==> config.mk <==
export PLATFORM = sky130hd
export DESIGN_NAME = sprint_start_false_start_sequencer_flat
export DESIGN_NICKNAME = d
export VERILOG_FILES = /design/src/hdl/sssq_pkg.sv /design/src/hdl/sssq_if.sv /design/src/hdl/sssq_cfg.sv /design/src/hdl/sssq_core.sv /design/src/hdl/sssq_obuf.sv /design/src/hdl/sprint_start_false_start_sequencer.sv /design/src/flat_wrapper.sv
export VERILOG_INCLUDE_DIRS = /design/src /design/src/hdl
export SDC_FILE = /design/constraint.sdc
export NUM_CORES = 1
export LEC_CHECK = 0
export BUFFER_PORTS_ARGS = -buffer_cell sky130_fd_sc_hd__buf_2
export CAP_MARGIN = 20
export CORE_AREA = 3 3 131 133
export DETAILED_ROUTE_END_ITERATION = 12
export DIE_AREA = 0 0 134 136
export GPL_TIMING_DRIVEN = 0
export PLACE_DENSITY = 0.63
export SLEW_MARGIN = 15
export SYNTH_ARGS = -nofsm -noshare
export SYNTH_HDL_FRONTEND = slang
export SYNTH_SLANG_ARGS = --single-unit
==> constraint.sdc <==
create_clock -name clk -period 5.3 [get_ports clk]
set_input_delay 1.06 -clock clk [delete_from_list [all_inputs] [get_ports clk]]
set_output_delay 1.06 -clock clk [all_outputs]
set_load 0.05 [all_outputs]
==> src/hdl/sprint_start_false_start_sequencer_macros.svh <==
// ----------------------------------------------------------------------------
// Sprint start sequencer assertion macros
// Shared concurrent assertion forms, clocked on clk with reset arst_n.
// ----------------------------------------------------------------------------
`ifndef SPRINT_START_FALSE_START_SEQUENCER_MACROS_SVH
`define SPRINT_START_FALSE_START_SEQUENCER_MACROS_SVH

// Same-cycle implication.
`define SSSQ_ASSERT_NOW(lbl, ante, cons, msg) \
	lbl: assert property (@(posedge clk) disable iff (!arst_n) (ante) |-> (cons)) \
		else $error(msg);

// Next-cycle implication.
`define SSSQ_ASSERT_NEXT(lbl, ante, cons, msg) \
	lbl: assert property (@(posedge clk) disable iff (!arst_n) (ante) |=> (cons)) \
		else $error(msg);

`endif

==> src/hdl/sssq_pkg.sv <==
// ----------------------------------------------------------------------------
// Sprint start sequencer package
// Types, widths, register codes and reset values shared by the sequencer.
// ----------------------------------------------------------------------------
`timescale 1ns / 1ps

package sssq_pkg;

	localparam int unsigned TICK_MS = 5;

	localparam int unsigned CFG_IDX_W  = 3;
	localparam int unsigned CFG_DATA_W = 10;

	localparam logic [CFG_IDX_W-1:0] CFG_GET_READY     = 3'd0;
	localparam logic [CFG_IDX_W-1:0] CFG_SET_BASE      = 3'd1;
	localparam logic [CFG_IDX_W-1:0] CFG_MIN_REACTION  = 3'd2;
	localparam logic [CFG_IDX_W-1:0] CFG_HOLDOFF_OK    = 3'd3;
	localparam logic [CFG_IDX_W-1:0] CFG_HOLDOFF_FALSE = 3'd4;

	localparam int unsigned GRT_RAW = 3000 / TICK_MS;
	localparam int unsigned SBT_RAW = 1500 / TICK_MS;
	localparam int unsigned MRT_RAW = 100 / TICK_MS;
	localparam int unsigned HOK_RAW = 3000 / TICK_MS;
	localparam int unsigned HFS_RAW = 1000 / TICK_MS;

	localparam logic [9:0] GET_READY_RST     = (GRT_RAW > 1023) ? 10'd1023 : 10'(GRT_RAW);
	localparam logic [8:0] SET_BASE_RST      = (SBT_RAW > 511) ? 9'd511 : 9'(SBT_RAW);
	localparam logic [7:0] MIN_REACTION_RST  = (MRT_RAW > 255) ? 8'd255 : 8'(MRT_RAW);
	localparam logic [9:0] HOLDOFF_OK_RST    = (HOK_RAW > 1023) ? 10'd1023 : 10'(HOK_RAW);
	localparam logic [9:0] HOLDOFF_FALSE_RST = (HFS_RAW > 1023) ? 10'd1023 : 10'(HFS_RAW);

	localparam logic [8:0]  SET_TARGET_MAX = 9'h1FF;
	localparam logic [15:0] REACTION_MAX   = 16'hFFFF;

	typedef struct packed {
		logic [9:0] get_ready_ticks;
		logic [8:0] set_base_ticks;
		logic [7:0] min_reaction_ticks;
		logic [9:0] holdoff_ok_ticks;
		logic [9:0] holdoff_false_ticks;
	} cfg_t;

	typedef struct packed {
		logic       base_load;
		logic [8:0] base_val;
	} cfg_evt_t;

	typedef struct packed {
		logic       plate_pressed;
		logic       switch_on;
		logic [7:0] random_ticks;
	} item_t;

	typedef struct packed {
		logic        set_cue;
		logic        gun_fire;
		logic        valid_start;
		logic        false_start_flag;
		logic [15:0] reaction_ticks;
		logic        busy_res;
	} res_t;

endpackage

==> src/hdl/sssq_if.sv <==
// ----------------------------------------------------------------------------
// Sprint start sequencer channel interfaces
// Valid/ready channels for tick items and result items.
// ----------------------------------------------------------------------------
`timescale 1ns / 1ps

interface sssq_item_if;
	logic       valid;
	logic       ready;
	logic       plate_pressed;
	logic       switch_on;
	logic [7:0] random_ticks;

	modport source (output valid, output plate_pressed, output switch_on,
		output random_ticks, input ready);
	modport sink (input valid, input plate_pressed, input switch_on,
		input random_ticks, output ready);
endinterface

interface sssq_res_if;
	logic        valid;
	logic        ready;
	logic        set_cue;
	logic        gun_fire;
	logic        valid_start;
	logic        false_start_flag;
	logic [15:0] reaction_ticks;
	logic        busy_res;

	modport source (output valid, output set_cue, output gun_fire, output valid_start,
		output false_start_flag, output reaction_ticks, output busy_res, input ready);
	modport sink (input valid, input set_cue, input gun_fire, input valid_start,
		input false_start_flag, input reaction_ticks, input busy_res, output ready);
endinterface

==> src/hdl/sssq_cfg.sv <==
// ----------------------------------------------------------------------------
// Sprint start sequencer configuration registers
// Holds the five timing registers and flags a write of the set base.
// ----------------------------------------------------------------------------
`timescale 1ns / 1ps

module sssq_cfg (
	input  logic                             clk,
	input  logic                             arst_n,
	input  logic                             wr_en,
	input  logic [sssq_pkg::CFG_IDX_W-1:0]   wr_idx,
	input  logic [sssq_pkg::CFG_DATA_W-1:0]  wr_data,
	output sssq_pkg::cfg_t                   cfg,
	output sssq_pkg::cfg_evt_t               evt
);

	sssq_pkg::cfg_t cfg_q;

	always_ff @(posedge clk or negedge arst_n) begin
		if (!arst_n) begin
			cfg_q.get_ready_ticks     <= sssq_pkg::GET_READY_RST;
			cfg_q.set_base_ticks      <= sssq_pkg::SET_BASE_RST;
			cfg_q.min_reaction_ticks  <= sssq_pkg::MIN_REACTION_RST;
			cfg_q.holdoff_ok_ticks    <= sssq_pkg::HOLDOFF_OK_RST;
			cfg_q.holdoff_false_ticks <= sssq_pkg::HOLDOFF_FALSE_RST;
		end else if (wr_en) begin
			unique case (wr_idx)
				sssq_pkg::CFG_GET_READY:     cfg_q.get_ready_ticks     <= wr_data;
				sssq_pkg::CFG_SET_BASE:      cfg_q.set_base_ticks      <= wr_data[8:0];
				sssq_pkg::CFG_MIN_REACTION:  cfg_q.min_reaction_ticks  <= wr_data[7:0];
				sssq_pkg::CFG_HOLDOFF_OK:    cfg_q.holdoff_ok_ticks    <= wr_data;
				sssq_pkg::CFG_HOLDOFF_FALSE: cfg_q.holdoff_false_ticks <= wr_data;
				default: ;
			endcase
		end
	end

	assign cfg           = cfg_q;
	assign evt.base_load = wr_en && (wr_idx == sssq_pkg::CFG_SET_BASE);
	assign evt.base_val  = wr_data[8:0];

endmodule

==> src/hdl/sssq_core.sv <==
// ----------------------------------------------------------------------------
// Sprint start sequencer core
// Input register, sequence state and the per-tick update logic.
// ----------------------------------------------------------------------------
`timescale 1ns / 1ps
`include "sprint_start_false_start_sequencer_macros.svh"

module sssq_core (
	input  logic               clk,
	input  logic               arst_n,
	sssq_item_if.sink          item_in,
	input  sssq_pkg::cfg_t     cfg,
	input  sssq_pkg::cfg_evt_t evt,
	output logic               res_valid,
	output sssq_pkg::res_t     res,
	input  logic               res_ready
);

	logic            valid_s1;
	sssq_pkg::item_t item_s1;
	logic            adv;
	logic            take;

	logic        athlete_ready_q, start_requested_q, gun_done_q, set_cue_done_q;
	logic [9:0]  ready_count_q;
	logic [8:0]  set_count_q;
	logic [8:0]  set_target_q;
	logic [15:0] reaction_count_q;
	logic [9:0]  holdoff_count_q;

	logic        ar_d, sr_d, gd_d, scd_d;
	logic [9:0]  rdy_d;
	logic [8:0]  sc_d;
	logic [8:0]  tgt_d;
	logic [15:0] rc_d;
	logic [9:0]  ho_d;
	logic [9:0]  tgt_sum;
	sssq_pkg::res_t res_d;

	assign adv          = valid_s1 && res_ready;
	assign item_in.ready = !valid_s1 || res_ready;
	assign take         = item_in.valid && item_in.ready;

	always_ff @(posedge clk or negedge arst_n) begin
		if (!arst_n) begin
			valid_s1 <= 1'b0;
		end else if (item_in.ready) begin
			valid_s1 <= item_in.valid;
		end
	end

	always_ff @(posedge clk) begin
		if (take) begin
			item_s1.plate_pressed <= item_in.plate_pressed;
			item_s1.switch_on     <= item_in.switch_on;
			item_s1.random_ticks  <= item_in.random_ticks;
		end
	end

	assign tgt_sum = {1'b0, cfg.set_base_ticks} + {2'b00, item_s1.random_ticks};

	always_comb begin
		ar_d  = athlete_ready_q;
		sr_d  = start_requested_q;
		gd_d  = gun_done_q;
		scd_d = set_cue_done_q;
		rdy_d = ready_count_q;
		sc_d  = set_count_q;
		tgt_d = set_target_q;
		rc_d  = reaction_count_q;
		ho_d  = holdoff_count_q;
		res_d = '0;
		if (holdoff_count_q != 10'd0) begin
			ho_d         = holdoff_count_q - 10'd1;
			res_d.busy_res = 1'b1;
		end else begin
			if (gun_done_q && (reaction_count_q != sssq_pkg::REACTION_MAX)) begin
				rc_d = reaction_count_q + 16'd1;
			end
			if (item_s1.plate_pressed) begin
				ar_d = 1'b1;
				if (item_s1.switch_on) begin
					sr_d = 1'b1;
				end
			end
			if (ar_d && sr_d) begin
				if (ready_count_q < cfg.get_ready_ticks) begin
					rdy_d = ready_count_q + 10'd1;
				end else begin
					if (!set_cue_done_q) begin
						scd_d         = 1'b1;
						res_d.set_cue = 1'b1;
					end
					if (set_count_q < set_target_q) begin
						sc_d = set_count_q + 9'd1;
					end else begin
						res_d.gun_fire = 1'b1;
						rc_d           = 16'd0;
						gd_d           = 1'b1;
						sr_d           = 1'b0;
					end
				end
			end
			if (ar_d && !item_s1.plate_pressed) begin
				if (gd_d && (rc_d >= {8'd0, cfg.min_reaction_ticks})) begin
					res_d.valid_start    = 1'b1;
					res_d.reaction_ticks = rc_d;
					ho_d                 = cfg.holdoff_ok_ticks;
				end else begin
					res_d.false_start_flag = 1'b1;
					ho_d                   = cfg.holdoff_false_ticks;
				end
				tgt_d = tgt_sum[9] ? sssq_pkg::SET_TARGET_MAX : tgt_sum[8:0];
				rdy_d = 10'd0;
				sc_d  = 9'd0;
				scd_d = 1'b0;
				sr_d  = 1'b0;
				ar_d  = 1'b0;
				gd_d  = 1'b0;
				rc_d  = 16'd0;
			end
		end
	end

	always_ff @(posedge clk or negedge arst_n) begin
		if (!arst_n) begin
			athlete_ready_q   <= 1'b0;
			start_requested_q <= 1'b0;
			gun_done_q        <= 1'b0;
			set_cue_done_q    <= 1'b0;
			ready_count_q     <= '0;
			set_count_q       <= '0;
			set_target_q      <= sssq_pkg::SET_BASE_RST;
			reaction_count_q  <= '0;
			holdoff_count_q   <= '0;
		end else if (evt.base_load) begin
			set_target_q <= evt.base_val;
		end else if (adv) begin
			athlete_ready_q   <= ar_d;
			start_requested_q <= sr_d;
			gun_done_q        <= gd_d;
			set_cue_done_q    <= scd_d;
			ready_count_q     <= rdy_d;
			set_count_q       <= sc_d;
			set_target_q      <= tgt_d;
			reaction_count_q  <= rc_d;
			holdoff_count_q   <= ho_d;
		end
	end

	assign res_valid = valid_s1;
	assign res       = res_d;

	`SSSQ_ASSERT_NOW(a_holdoff_only_busy, adv && (holdoff_count_q != 10'd0), res_d.busy_res && !res_d.set_cue && !res_d.gun_fire && !res_d.valid_start && !res_d.false_start_flag, "hold-off tick gave more than busy")
	`SSSQ_ASSERT_NOW(a_one_verdict, adv, !(res_d.valid_start && res_d.false_start_flag), "valid and false start on one tick")
	`SSSQ_ASSERT_NEXT(a_gun_arms, adv && res_d.gun_fire && !res_d.valid_start && !res_d.false_start_flag && !evt.base_load, gun_done_q && (reaction_count_q == 16'd0), "gun did not start reaction count")
	`SSSQ_ASSERT_NEXT(a_verdict_clears, adv && (res_d.valid_start || res_d.false_start_flag), !athlete_ready_q && !gun_done_q && !start_requested_q, "sequence not cleared after start verdict")

endmodule

==> src/hdl/sssq_obuf.sv <==
// ----------------------------------------------------------------------------
// Sprint start sequencer result register
// Holds one result item until the downstream side takes it.
// ----------------------------------------------------------------------------
`timescale 1ns / 1ps

module sssq_obuf (
	input  logic           clk,
	input  logic           arst_n,
	input  logic           res_valid,
	input  sssq_pkg::res_t res,
	output logic           res_ready,
	sssq_res_if.source     res_out
);

	logic           valid_q;
	sssq_pkg::res_t data_q;

	assign res_ready = !valid_q || res_out.ready;

	always_ff @(posedge clk or negedge arst_n) begin
		if (!arst_n) begin
			valid_q <= 1'b0;
		end else if (res_ready) begin
			valid_q <= res_valid;
		end
	end

	always_ff @(posedge clk) begin
		if (res_ready && res_valid) begin
			data_q <= res;
		end
	end

	assign res_out.valid            = valid_q;
	assign res_out.set_cue          = data_q.set_cue;
	assign res_out.gun_fire         = data_q.gun_fire;
	assign res_out.valid_start      = data_q.valid_start;
	assign res_out.false_start_flag = data_q.false_start_flag;
	assign res_out.reaction_ticks   = data_q.reaction_ticks;
	assign res_out.busy_res         = data_q.busy_res;

endmodule

==> src/hdl/sprint_start_false_start_sequencer.sv <==
// ----------------------------------------------------------------------------
// Sprint start false-start sequencer
// Block plate and start switch sequencing with set cue, gun and start verdict.
// ----------------------------------------------------------------------------
// The block takes one tick item per clock cycle while the output side keeps
// up, and returns exactly one result item for each, in order. A tick goes into
// an input register, the sequence state and the result are computed from it in
// the following cycle, and the result waits in an output register before it
// leaves. Each register advances when it is empty or the stage after it takes
// its item, so the output side's ready holds back both. There is no clearing
// pass after reset; timing registers may be written at any time the block
// holds no tick.
`timescale 1ns / 1ps

module sprint_start_false_start_sequencer (
	input  logic                            clk,
	input  logic                            arst_n,
	sssq_item_if.sink                       item_in,
	sssq_res_if.source                      res_out,
	input  logic                            wr_en,
	input  logic [sssq_pkg::CFG_IDX_W-1:0]  wr_idx,
	input  logic [sssq_pkg::CFG_DATA_W-1:0] wr_data
);

	sssq_pkg::cfg_t     cfg;
	sssq_pkg::cfg_evt_t evt;
	sssq_pkg::res_t     res;
	logic               res_valid;
	logic               res_ready;

	sssq_cfg u_cfg (
		.clk     (clk),
		.arst_n  (arst_n),
		.wr_en   (wr_en),
		.wr_idx  (wr_idx),
		.wr_data (wr_data),
		.cfg     (cfg),
		.evt     (evt)
	);

	sssq_core u_core (
		.clk       (clk),
		.arst_n    (arst_n),
		.item_in   (item_in),
		.cfg       (cfg),
		.evt       (evt),
		.res_valid (res_valid),
		.res       (res),
		.res_ready (res_ready)
	);

	sssq_obuf u_obuf (
		.clk       (clk),
		.arst_n    (arst_n),
		.res_valid (res_valid),
		.res       (res),
		.res_ready (res_ready),
		.res_out   (res_out)
	);

endmodule

==> src/flat_wrapper.sv <==
// flat-port wrapper written by rule: the top's interface ports become plain ports
module sprint_start_false_start_sequencer_flat 
  (clk, arst_n, wr_en, wr_idx, wr_data, item_in_valid, item_in_plate_pressed, item_in_switch_on, item_in_random_ticks, item_in_ready, res_out_valid, res_out_set_cue, res_out_gun_fire, res_out_valid_start, res_out_false_start_flag, res_out_reaction_ticks, res_out_busy_res, res_out_ready);
  sssq_item_if item_in_i ();
  sssq_res_if res_out_i ();
  input  logic clk;
  input  logic arst_n;
  input  logic wr_en;
  input  logic [sssq_pkg::CFG_IDX_W-1:0] wr_idx;
  input  logic [sssq_pkg::CFG_DATA_W-1:0] wr_data;
  input wire logic [$bits(item_in_i.valid)-1:0] item_in_valid;
  input wire logic [$bits(item_in_i.plate_pressed)-1:0] item_in_plate_pressed;
  input wire logic [$bits(item_in_i.switch_on)-1:0] item_in_switch_on;
  input wire logic [$bits(item_in_i.random_ticks)-1:0] item_in_random_ticks;
  output wire logic [$bits(item_in_i.ready)-1:0] item_in_ready;
  output wire logic [$bits(res_out_i.valid)-1:0] res_out_valid;
  output wire logic [$bits(res_out_i.set_cue)-1:0] res_out_set_cue;
  output wire logic [$bits(res_out_i.gun_fire)-1:0] res_out_gun_fire;
  output wire logic [$bits(res_out_i.valid_start)-1:0] res_out_valid_start;
  output wire logic [$bits(res_out_i.false_start_flag)-1:0] res_out_false_start_flag;
  output wire logic [$bits(res_out_i.reaction_ticks)-1:0] res_out_reaction_ticks;
  output wire logic [$bits(res_out_i.busy_res)-1:0] res_out_busy_res;
  input wire logic [$bits(res_out_i.ready)-1:0] res_out_ready;
  assign item_in_i.valid = item_in_valid;
  assign item_in_i.plate_pressed = item_in_plate_pressed;
  assign item_in_i.switch_on = item_in_switch_on;
  assign item_in_i.random_ticks = item_in_random_ticks;
  assign item_in_ready = item_in_i.ready;
  assign res_out_valid = res_out_i.valid;
  assign res_out_set_cue = res_out_i.set_cue;
  assign res_out_gun_fire = res_out_i.gun_fire;
  assign res_out_valid_start = res_out_i.valid_start;
  assign res_out_false_start_flag = res_out_i.false_start_flag;
  assign res_out_reaction_ticks = res_out_i.reaction_ticks;
  assign res_out_busy_res = res_out_i.busy_res;
  assign res_out_i.ready = res_out_ready;
  sprint_start_false_start_sequencer u_core (.clk(clk), .arst_n(arst_n), .item_in(item_in_i), .res_out(res_out_i), .wr_en(wr_en), .wr_idx(wr_idx), .wr_data(wr_data));
endmodule
### After elaboration in Yosys (flattened, before gate mapping)

Index checks and enable logic that the tools add are counted.

* register bits after elaboration: 138
* latch bits: 0
* bits in writable memories: 0
* memory bits (read-only): 0
* bits of input ports: 28
* output and inout port bits: 23
* logic and storage cells: 123
* memories kept: 0

* add/sub/neg operators: 5
* $mul: 0
* div/mod/pow operators: 0
* magnitude comparators: 3
* eq/ne operators: 7
* shift-type cells: 0
* multiplexer cells: 44
* bitwise operators: 5
* reductions and logical operators: 34

Operators by type and width (count)
* two-way mux 16 bit: 6
* two-way mux 9 bit: 9
* two-way mux 10 bit: 6
* two-way mux 1 bit: 23
* adder 16 x 1 -> 16 bit, second input constant: 1
* >= comparator 16 x 8 -> 1 bit: 1
* != test 16 bit, second input constant: 1
* nonzero test 2 bit: 6
* adder 10 x 1 -> 10 bit, second input constant: 1
* adder 9 x 8 -> 10 bit: 1
* less-than comparator 10 bit: 1
* AND reduction 2 bit: 5
* AND reduction 5 bit: 2
* nonzero test 10 bit: 1
* subtractor 10 x 1 -> 10 bit, second input constant: 1
* adder 9 x 1 -> 9 bit, second input constant: 1
* less-than comparator 9 bit: 1
* AND reduction 3 bit: 3
* logical AND 1 bit: 7
* == test 3 x 2 -> 1 bit, second input constant: 2
* AND reduction 6 bit: 1
* OR reduction 3 bit: 2
* inverter 1 bit: 5
* == test 3 x 1 -> 1 bit, second input constant: 1
* other kinds (7): 10

### Logic depth before layout (Yosys ltp)

Gate-level depths: netlist (run 1).

* word-level depth: 12
* mapped depth: 20

### By module

Synthesis (run 1) repeated with hierarchy kept, for this count alone.

* cells, all modules: 685
* area total of the unflattened synthesis: 7400.8 um^2

Modules (own cells, without submodules)
* sssq_core: instances 1, cells each 547, area each 4814.6 um^2, seq. area each 1781.7 um^2
* sssq_cfg: instances 1, cells each 113, area each 1901.8 um^2, seq. area each 1197.4 um^2
* sssq_obuf: instances 1, cells each 25, area each 684.4 um^2, seq. area each 655.6 um^2

### Worst setup path after synthesis (run 1)

OpenSTA, ideal clock, no wires.

* path type: register -> register
* start: register u_core.u_cfg.cfg_q, in the netlist u_core.u_cfg.cfg[46]
* end: register u_core.u_core.holdoff_count_q[3]
* library setup time: 131 ps
* arrival time: 3955 ps
* required time: 5169 ps
* slack: 1213 ps
* cell stages (with the launch flop): 21
* period minus slack after synthesis: 4087 ps
* cells stage by stage: dfstp_2 inv_1 ha_1 nand4_1 a211oi_1 a31oi_1 a21boi_2 nor3b_4 clkbuf_1 nand2b_1 ha_1 nand2b_1 a21o_1 a21oi_1 o21ai_0 a21oi_1 nand4bb_2 nand2_2 buf_6 mux2i_1 o221ai_2

* word-level cells in the longest chain between the ends: 9

Ends and longest elaborated chain
* start, declared: line sssq_cfg.sv:17 `sssq_pkg::cfg_t cfg_q;`
* less-than comparator 10 bit (*): line sssq_core.sv:87 `if (ready_count_q < cfg.get_ready_ticks) begin`
* two-way mux 16 bit: line sssq_core.sv:87
* two-way mux 16 bit: line sssq_core.sv:86 `if (ar_d && sr_d) begin`
* two-way mux 16 bit: line sssq_core.sv:73 `if (holdoff_count_q != 10'd0) begin`
* >= comparator 16 x 8 -> 1 bit: line sssq_core.sv:105 `if (gd_d && (rc_d >= {8'd0, cfg.min_reaction_ticks})) begin`
* logical AND 1 bit (*): line sssq_core.sv:105
* two-way mux 10 bit (*): line sssq_core.sv:105
* two-way mux 10 bit (*): line sssq_core.sv:104 `if (ar_d && !item_s1.plate_pressed) begin`
* two-way mux 10 bit (*): line sssq_core.sv:73
* end signal, assigned: line sssq_core.sv:147 `holdoff_count_q <= ho_d;`
* end, declared: line sssq_core.sv:29 `logic [9:0] holdoff_count_q;`

Every way passes the cells marked *; elsewhere a longest branch is shown, timed or not. The select of a mux whose other input is x is not followed.
A chain may end at the register's enable or synchronous reset.

### Worst setup path after layout (run 1)

Same ends and word-level chain as after synthesis.

==> out/qor.yml, run 1 <==
setup_path:
  regToRegStartpoint: "u_core.u_cfg.cfg[46]"
  slowest_delay_ps: 510
  arrival_ps: 5170
  critPathCaptureType: "flop"
  crit_start: "u_core.u_cfg.cfg[46]"
  start_kind: "flop"
  critPathKind: "flop to flop"
  r2r_end: "u_core.u_core.holdoff_count_q[3]"
  cpMaxStageDelayCell: "dfstp_2"
  r2r_cells: 20
  r2r_setup_slack_ps: 430
  crit_required_ps: 5590
  path_cells: "inv_1, ha_1, nand4_1, a211oi_1, a31oi_1, a21boi_2, nor3b_4, clkbuf_1, nand2b_1, ha_1, nand2b_1, a21o_1, a21oi_1, o21ai_0, a21oi_1, nand4bb_2, nand2_2, buf_6, mux2i_1, o221ai_2"
  critPathCapture: "u_core.u_core.holdoff_count_q[3]"
  crit_fanout: 10
logic_synthesis:
  synth-seq-cells: 138
  syn-cell-area_mm2: 0.00720
  yosysTopAreaCellShare: 0.299
  yosysMostFrequentCell: "dfrtp_1"
  synth_ff_type: "dfrtp_1"
  async_flop_share: 0.775
  syn-num-nets: 747
  ys_types: 71
  synth_edf_count: 31
  synth_cells: 681
  yosysTopAreaCell: "dfrtp_1"
  ys_seq_area_frac: 0.505
  synth_top_cells_by_count: "dfrtp_1 (86), nand2_1 (74), nor2_1 (50), o21ai_0 (50), inv_1 (44)"
  syn_area_per_cell_um2: 10.6
  synth.area.top_cells: "dfrtp_1 (30%), edfxtp_1 (13%), dfstp_2 (7.7%), ha_1 (6.4%), mux2_2 (4.7%)"
  yosys_warnings: 0
power_and_ir_drop:
  power_density_mw_per_mm2: 376
  power.switching_uw: 855
  power.internal_mw: 2.30
  pwr-share-clk: 0.385
  p_comb_frac: 0.176
  p_total_mw: 3.16
  ir_drop_mv: 0.236
  seqPwrFrac: 0.439
  swShare: 0.271
  power_leakage_nw: 3.78
floorplan:
  die_x_um: 134
  dieArea_mm2: 0.0182
  core_mm2: 0.0159
  die_y_um: 136
  rows: 46
  io_pins: 51
  start_util: 0.452
layout:
  fillCellCount: 1398
  n_antenna_cell: 0
  regArea_mm2: 0.00363
  fin_nets: 821
  final_cells: 984
  areaGrowthSynthToFinish_pct: 16.8
  post-route-util: 0.527
  multi_input_area_mm2: 0.00330
  drive_above_1_share: 0.225
route:
  drc: 0
  viasPerCell: 5.41
  wl_per_cell_um: 16.5
  first_iter_violations: 273
  first_pass_iters: 5
  drt_wl_total_mm: 16.3
  postRouteAntennaNets: 0
  num_vias: 5320
sta:
  worst_slew_pin_slew_ps: 781
  hold_viol_final: 0
  setup_viol: 0
  period_needed_ps: 4870
  timing.fmax_mhz: 205
  post-route-period-util: 0.920
  skew_ps: 5.65
  fin_ws_ps: 427
  slew_viol_final: 0
  final.setup.tns_ps: 0
  relSlewSlack: 0.479
  grt_setup_unrepaired: "false"
clock_network:
  cts_inserted_buffers: 17
  clock_latency_ps: 420
  tritoncts: "done"
  cts_resized: 0
  clk_pin_slew_ps: 60
  cts_root_buffer: "clkbuf_16"
  cts_max_level: 4
  cts_buffer_depth: 2
  cts.sinks: 138
global_route:
  overflow: 0
  antenna_found_initial: 0
  track_usage: 0.190
  grt_pass1_vias: 5464
  grt_start_max_net_pins: 81
  grt_pass1_wl_mm: 27.2
min_path:
  hold_path.class: "flop to flop"
  min-delay-start: "u_core.u_core.res_valid"
place:
  io_buffers: 50
  dp_hpwl_mm: 11.8
  dp_cells: 950
  pre_cts_ws_ps: 167
  gp_congestion: 0.859
flow_run:
  max-cap-violations: 0
outcome:
  status: "completed"
metal layers:
layer  GRT usage  part of all wire
met1       0.234              0.43
met2       0.331              0.52
met3      0.0396             0.036
met4      0.0674             0.019
met5           0                 0
critical path, delay by kind of cell (launching register included):
family / cells / cell delay [ps]
adders and majority gates: 2 / 540
buffers and inverters: 3 / 630
muxes: 1 / 270
and+or+nand+nor: 6 / 1270
DFF: 1 / 510
AOI/OAI and AO/OA: 8 / 1520
cells in the final DEF, fill, tap and decap left out, drive strengths merged, types with 11 or more instances in the layout:
cell type / synthesis / layout
dfrtp: 86 / 86
nand2: 77 / 77
buf: 13 / 68
o21ai: 57 / 57
nor2: 51 / 51
inv: 45 / 45
ha: 37 / 37
a21oi: 34 / 34
clkbuf: 7 / 32
edfxtp: 31 / 31
mux2: 30 / 30
dfstp: 21 / 21
xor2: 19 / 19
mux2i: 17 / 17
nand2b: 16 / 16
nand4: 15 / 15
nor3: 15 / 15
nand3: 15 / 15
xnor2: 11 / 11
timing repair:
action,4_1_cts,5_1_grt
hold buffers,0,0
buffers inserted,0,2
endpoints found under the setup margin,0,17
flip-flops by register name (all words and copies together), names as in the netlist, 9 cells and up:
register and count:
u_core.u_cfg.cfg 47, u_core.u_core.holdoff_count_q 10, u_core.u_core.item_s1 10, u_core.u_core.reaction_count_q 16, u_core.u_core.ready_count_q 10, u_core.u_core.set_count_q 9
u_core.u_core.set_target_q 9, u_core.u_obuf.res_out.reaction_ticks 16
logic make-up after synthesis:
family	share of synthesized area
AND/OR/NAND/NOR	0.166
adder cells (fa/ha/maj)	0.0671
multiplexers	0.0723
buffers and inverters	0.0388
AO/OA/AOI/OAI	0.114
flip-flops	0.505
XOR/XNOR	0.0365
final cells by class:
cell class,instances,share of cell area
multi-input cells,478,0.392
clock buffers,25,0.0589
plain buffers,20,0.0128
clock inverters,7,0.0134
flip-flops and latches,138,0.432
inverters,45,0.0204
well taps,216,0.0321
repair buffers,55,0.0382
how the worst min path moves through the flow:
stage | end | slack [ps] | cells past startpoint
after floorplan | u_core.u_obuf.res_out.valid | 450 | 1
after global placement | u_core.u_obuf.res_out.valid | 460 | 1
after detailed placement | u_core.u_obuf.res_out.valid | 490 | 1
after CTS | u_core.u_cfg.cfg[12] | 500 | 1
after global routing | u_core.u_cfg.cfg[10] | 510 | 1
final | u_core.u_obuf.res_out.valid | 500 | 1
power by group through the flow:
stage	Sequential, mW	Combinational [mW]	Clock, mW
after detailed placement	1.40	0.557	0
after CTS	1.39	0.563	1.24
after global routing	1.41	0.633	1.28
final	1.39	0.556	1.22
after global placement	1.39	0.526	0
after floorplan	1.40	0.381	0
metrics by stage:
step / hold WS, ps / cell area [um2]
final: 499 / 8410
after global routing: 511 / 8410
after CTS: 504 / 8390
after detailed placement: 490 / 7780
after global placement: 462 / 7720
after floorplan: 450 / 7200
Power figures use the tool's default switching activity.
==> run 2, diff against run 1 <==
--- a/config.mk
+++ b/config.mk
@@ -9,6 +9,7 @@
 export BUFFER_PORTS_ARGS = -buffer_cell sky130_fd_sc_hd__buf_2
 export CAP_MARGIN = 20
 export CORE_AREA = 3 3 131 133
+export CTS_BUF_LIST = sky130_fd_sc_hd__clkbuf_4 sky130_fd_sc_hd__clkbuf_8
 export DETAILED_ROUTE_END_ITERATION = 12
 export DIE_AREA = 0 0 134 136
 export GPL_TIMING_DRIVEN = 0
==> run 2 against run 1 <==
Compared with the run above:
- register-to-register slack barely moved
- flip-flop and latch count did not move
- final cell count unchanged
- total power is 9.4% lower
- combinational power hardly changed
- via count fell by 1.3%
- sequential power about the same
- critical path depth unchanged
==> out/qor.yml, run 2 (synthesized netlist as in run 1, its figures left out) <==
clock_network:
  tritoncts: "done"
  clk_pin_slew_ps: 80  # +20 ps
  cts_root_buffer: "clkbuf_8"
  cts_max_level: 4  # unchanged
  post-cts-setup-buffers: 0  # unchanged
  cts.sinks: 138  # unchanged
  hold_buffers: 0  # unchanged
  cts_inserted_buffers: 17  # unchanged
  cts_buffer_depth: 2  # unchanged
  clock_latency_ps: 460  # +40 ps
  cts_resized: 0  # unchanged
sta:
  post-route-period-util: 0.921  # +0.00146
  relSlewSlack: 0.496  # +0.0164
  slew_viol_final: 0  # unchanged
  fin_ws_ps: 419  # -7.73 ps
  skew_ps: 10.9  # +5.29 ps
  setup_viol: 0  # unchanged
  hold_viol_final: 0  # unchanged
  worst_slew_pin_slew_ps: 757  # -24.6 ps
  grt_setup_unrepaired: "false"
  timing.fmax_mhz: 205  # -0.16%
  final.setup.tns_ps: 0  # unchanged
  period_needed_ps: 4880  # +7.73 ps
  hold-worst-slack_ps: 472  # -27.4 ps
route:
  viasPerCell: 5.34  # -1.3%
  wl_met1_mm: 7.03  # +0.72%
  highest_layer: "met4"
  drc: 0  # unchanged
  first_iter_violations: 326  # +19%
  wl_per_cell_um: 16.4  # -1.1%
  first_pass_iters: 4  # -1
  met3_length_um: 574  # -2.5%
  drt_wl_total_mm: 16.1  # -1.1%
  postRouteAntennaNets: 0  # unchanged
  num_vias: 5253  # -1.3%
  wl_met2_mm: 8.17  # -2.6%
floorplan:
  core_mm2: 0.0159  # unchanged
  dieArea_mm2: 0.0182  # unchanged
  rows: 46  # unchanged
  die_y_um: 136  # unchanged
  io_pins: 51  # unchanged
  start_util: 0.452  # unchanged
  die_x_um: 134  # unchanged
power_and_ir_drop:
  power.internal_mw: 2.05  # -11%
  swShare: 0.284  # +0.0134
  pwr-share-clk: 0.323  # -0.062
  power.switching_uw: 813  # -4.9%
  seqPwrFrac: 0.483  # +0.044
  power_leakage_nw: 3.71  # -1.9%
  p_comb_frac: 0.194  # +0.018
  ir_drop_mv: 0.187  # -21%
  power_density_mw_per_mm2: 348  # -7.5%
layout:
  largest_register_ffs: 47  # unchanged
  final_cells: 984  # unchanged
  final_common_cell: "dfrtp_1"
  fin_nets: 821  # unchanged
  areaGrowthSynthToFinish_pct: 14.4
  drive_above_1_share: 0.230  # +0.00521
  post-route-util: 0.516  # -0.0111
  final_cell_mix: "dfrtp_1 (86), nand2_1 (74), buf_2 (59), o21ai_0 (50), nor2_1 (50)"
  n_antenna_cell: 0  # unchanged
global_route:
  grt_pass1_vias: 5461  # -0.055%
  track_usage: 0.189  # -0.000732
  overflow: 0  # unchanged
  antenna_found_initial: 0  # unchanged
  grt_start_max_net_pins: 81  # unchanged
  grt_pass1_wl_mm: 27.1  # -0.31%
flow_run:
  max-cap-violations: 0  # unchanged
setup_path:
  critPathKind: "flop to flop"
  crit_fanout: 10  # unchanged
  crit_required_ps: 5630  # +40 ps
  start_kind: "flop"
  arrival_ps: 5210  # +40 ps
  critPathCaptureType: "flop"
place:
  pre_cts_ws_ps: 167  # unchanged
  io_buffers: 50  # unchanged
  dp_hpwl_mm: 11.8  # unchanged
  gp_congestion: 0.859  # unchanged
  dp_cells: 950  # unchanged
outcome:
  status: "completed"
min_path:
  hold_path.class: "primary input to async pin"
## run 2: cell counts in the layout (fill, tap and decap cells not counted)
Identical to the previous run, type by type.
## run 2: layout make-up
cell class,instances,area (um2)
flip-flops and latches,138,3630
plain buffers,20,108
repair buffers,55,322
clock buffers,25,319
inverters,45,171
fillers,1411,7710
clock inverters,7,113
multi-input cells,478,3300
well taps,216,270
## run 2: power by group through the flow
stage                     clock network [mW]  logic [mW]  registers (mW)
after floorplan                            0       0.381            1.40
after global placement                     0       0.526            1.39
after detailed placement                   0       0.557            1.40
after CTS                              0.943       0.562            1.38
after global routing                   0.989       0.633            1.40
final                                  0.925       0.554            1.38
## run 2: path summary, 6_finish.rpt
kind,start,slack (ps),cells after the start,to
setup / recovery,u_core.u_cfg.cfg[46],420,20,u_core.u_core.holdoff_count_q[3]
hold reg to reg,u_core.u_core.res_valid,510,1,u_core.u_obuf.res_out.valid
max in group asynchronous,arst_n,4120,2,u_core.u_cfg.cfg[22]
setup reg to reg,u_core.u_cfg.cfg[46],420,20,u_core.u_core.holdoff_count_q[3]
hold / removal,arst_n,470,1,u_core.u_core.set_count_q[0]
min in group clk,u_core.u_core.res_valid,510,1,u_core.u_obuf.res_out.valid
## run 2: critical path: stages, from the launching register on
cell	delay, ps
dfstp_2	520
inv_1	60
ha_1	310
nand4_1	140
a211oi_1	220
a31oi_1	110
a21boi_2	270
nor3b_4	310
clkbuf_1	380
nand2b_1	210
ha_1	230
nand2b_1	140
a21o_1	180
a21oi_1	140
o21ai_0	100
a21oi_1	390
nand4bb_2	300
nand2_2	160
buf_6	180
mux2i_1	270
o221ai_2	130
## run 2: metal layers
layer | GRT usage | vias to the layer above
met5 | 0 | -
met4 | 0.0737 | 0
met3 | 0.0333 | 31
met2 | 0.330 | 92
met1 | 0.233 | 2574
li1 | - | 2556
## run 2: per-stage QoR
stage	power (mW)	instance area, um2
detailed placement	1.96	7780
floorplan	1.79	7200
global placement	1.92	7720
finish	2.86	8230
global route	3.02	8230
CTS	2.89	8210
==> run 3, diff against run 2 <==
--- a/config.mk
+++ b/config.mk
@@ -14,6 +14,7 @@
 export DIE_AREA = 0 0 134 136
 export GPL_TIMING_DRIVEN = 0
 export PLACE_DENSITY = 0.63
+export RECOVER_POWER = 100
 export SLEW_MARGIN = 15
 export SYNTH_ARGS = -nofsm -noshare
 export SYNTH_HDL_FRONTEND = slang
==> constraint.sdc (replaced) <==
create_clock -name clk -period 5.3 [get_ports clk]
set_input_delay 1.06 -clock clk [delete_from_list [all_inputs] [get_ports clk]]
set_output_delay 1.06 -clock clk [all_outputs]
set_load 0.01 [all_outputs]
==> run 3 against run 2 <==
Compared with the run above:
- the run now ends with capacitance limit, slew limit left
- sequential share of layout area increased by 0.72 points
- via count increased by 0.25%
- flip-flop and latch count unchanged
- highest routed layer unchanged
- die area unchanged
- final cell count unchanged
- core utilization decreased by 0.82 points
- worst setup slack got worse by 26 ps
- critical path type unchanged
- non-clock buffer count unchanged
- total power decreased by 1.6%
- sequential power about the same
==> out/qor.yml, run 3 (synthesized netlist as in run 1, its figures left out) <==
power_and_ir_drop:
  power_density_mw_per_mm2: 348  # about the same
  pwr-share-clk: 0.328  # +0.005
  swShare: 0.276  # -0.00826
  power_leakage_nw: 3.56  # -4.0%
  seqPwrFrac: 0.491  # +0.008
  p_comb_frac: 0.181  # -0.013
  power.internal_mw: 2.04  # -0.45%
  ir_drop_mv: 0.186  # -0.11%
  power.switching_uw: 777  # -4.5%
global_route:
  grt_pass1_vias: 5461  # unchanged
  grt_start_max_net_pins: 81  # unchanged
  overflow: 0  # unchanged
  antenna_found_initial: 0  # unchanged
  track_usage: 0.189  # unchanged
  grt_pass1_wl_mm: 27.1  # unchanged
layout:
  fillCellCount: 1436  # +1.8%
  drive_above_1_share: 0.178  # -0.0521
  final_common_cell: "dfrtp_1"
  areaGrowthSynthToFinish_pct: 12.5
  final_cell_mix: "dfrtp_1 (86), nand2_1 (76), o21ai_0 (54), nor2_1 (51), inv_1 (44)"
  fin_nets: 821  # unchanged
  largest_register_ffs: 47  # unchanged
  n_antenna_cell: 0  # unchanged
sta:
  setup_viol: 0  # unchanged
  slew_viol_final: 110  # +110
  hold-worst-slack_ps: 506  # +34.0 ps
  relSlewSlack: -0.332  # -0.828
  period_needed_ps: 4910  # +25.8 ps
  timing.fmax_mhz: 204  # -0.53%
  final.setup.tns_ps: 0  # unchanged
  hold_viol_final: 0  # unchanged
  grt_setup_unrepaired: "false"
  fin_ws_ps: 393  # -25.8 ps
  skew_ps: 9.59  # -1.35 ps
  post-route-period-util: 0.926  # +0.00487
  worst_slew_pin_slew_ps: 2000  # +1240 ps
setup_path:
  crit_required_ps: 5610  # -20 ps
  arrival_ps: 5210  # about the same
  critPathCaptureType: "flop"
  slowest_delay_ps: 520  # about the same
  start_kind: "flop"
  cpMaxStageDelayCell: "dfstp_2"
  cp_top_family: "compound AO/OA/AOI/OAI gates"
  critPathKind: "flop to flop"
  r2r_cells: 20  # unchanged
  crit_fanout: 10  # unchanged
  cp.buffers_inverters: 3  # unchanged
  path_depth: 20  # unchanged
  path_cells: "inv_1, ha_1, nand4_1, a211oi_1, a31oi_1, a21boi_2, nor3b_4, clkbuf_1, nand2b_1, ha_1, nand2b_1, a21o_1, a21oi_1, o21ai_0, a21oi_1, nand4bb_2, nand2_2, buf_6, mux2i_1, o221ai_2"
floorplan:
  core_mm2: 0.0159  # unchanged
  die_x_um: 134  # unchanged
  io_pins: 51  # unchanged
  die_y_um: 136  # unchanged
  dieArea_mm2: 0.0182  # unchanged
  rows: 46  # unchanged
  start_util: 0.452  # unchanged
route:
  viasPerCell: 5.35  # +0.25%
  wl_per_cell_um: 16.4  # +0.47%
  postRouteAntennaNets: 0  # unchanged
  drt_wl_total_mm: 16.2  # +0.47%
  first_iter_violations: 283  # -13%
  num_vias: 5266  # +0.25%
  first_pass_iters: 4  # unchanged
  drc: 0  # unchanged
clock_network:
  cts_root_buffer: "clkbuf_8"
  clk_pin_slew_ps: 70  # about the same
  clock_latency_ps: 460  # about the same
  cts_buffer_depth: 2  # unchanged
  tritoncts: "done"
  cts.sinks: 138  # unchanged
  cts_max_level: 4  # unchanged
  cts_inserted_buffers: 17  # unchanged
min_path:
  hold_depth: 1
  hold_path.class: "flop to flop"
place:
  io_buffers: 50  # unchanged
  pre_cts_ws_ps: 167  # unchanged
  dp_hpwl_mm: 11.8  # unchanged
  gp_congestion: 0.859  # unchanged
flow_run:
  max-cap-violations: 2  # +2
outcome:
  status: "complete, but fails checks"
  violations: "capacitance limit, slew limit"
run 3: cell count changes in the layout (fill, tap and decap cells not counted), moves of 2 or more:
cell	previous run	this run
clkbuf_1	6	39
buf_2	59	29
o21ai_0	50	54
o21ai_1	7	3
and2_0	0	3
and2_1	5	2
buf_6	3	1
clkbuf_2	1	3
nand2_1	74	76
nand2_2	3	1
run 3: repair_timing:
action / in CTS / in global routing
hold buffers: 0 / 0
setup buffers: 0 / 2
gates resized for setup: 0 / 0
setup endpoints to repair: 0 / 17
run 3: cell type report:
| class | instances | area (um2) | area share |
|---|---|---|---|
| clock buffer | 25 | 319 | 0.0394 |
| multi-input combinational | 478 | 3250 | 0.402 |
| timing repair buffer | 55 | 245 | 0.0303 |
| buffer | 20 | 95.1 | 0.0117 |
| tap | 216 | 270 | 0.0334 |
| clock inverter | 7 | 113 | 0.0139 |
| sequential | 138 | 3630 | 0.449 |
| inverter | 45 | 170 | 0.0210 |
run 3: layer usage:
metal	vias to the layer above	GRT usage	wire, um
li1	2561	-	-
met1	2589	0.233	7190
met2	86	0.330	8140
met3	30	0.0333	486
met4	0	0.0737	348
met5	-	0	0
run 3: worst paths after layout:
kind	from	endpoint	slack, ps
max	u_core.u_cfg.cfg[46]	u_core.u_core.holdoff_count_q[3]	390
min	u_core.u_core.res_valid	u_core.u_obuf.res_out.valid	510
max reg2reg	u_core.u_cfg.cfg[46]	u_core.u_core.holdoff_count_q[3]	390
min reg2reg	u_core.u_core.res_valid	u_core.u_obuf.res_out.valid	510
max in group asynchronous	arst_n	u_core.u_cfg.cfg[8]	1630
min in group asynchronous	arst_n	u_core.u_core.set_count_q[0]	990
run 3: per-stage QoR:
stage	cell area, um2	utilization	cells	power, mW
finish	8100	0.508	984	2.82
global route	8100	0.508	984	2.98
CTS	8210	0.515	982	2.86
detailed placement	7780	0.488	950	1.93
global placement	7720	0.484	947	1.89
floorplan	7200	-	681	1.75
run 3: power by group through the flow:
stage               logic, mW  clock network [mW]  registers (mW)
floorplan               0.379                   0            1.38
global placement        0.494                   0            1.39
detailed placement      0.526                   0            1.40
CTS                     0.531               0.943            1.38
global route            0.587               0.989            1.40
finish                  0.510               0.924            1.38
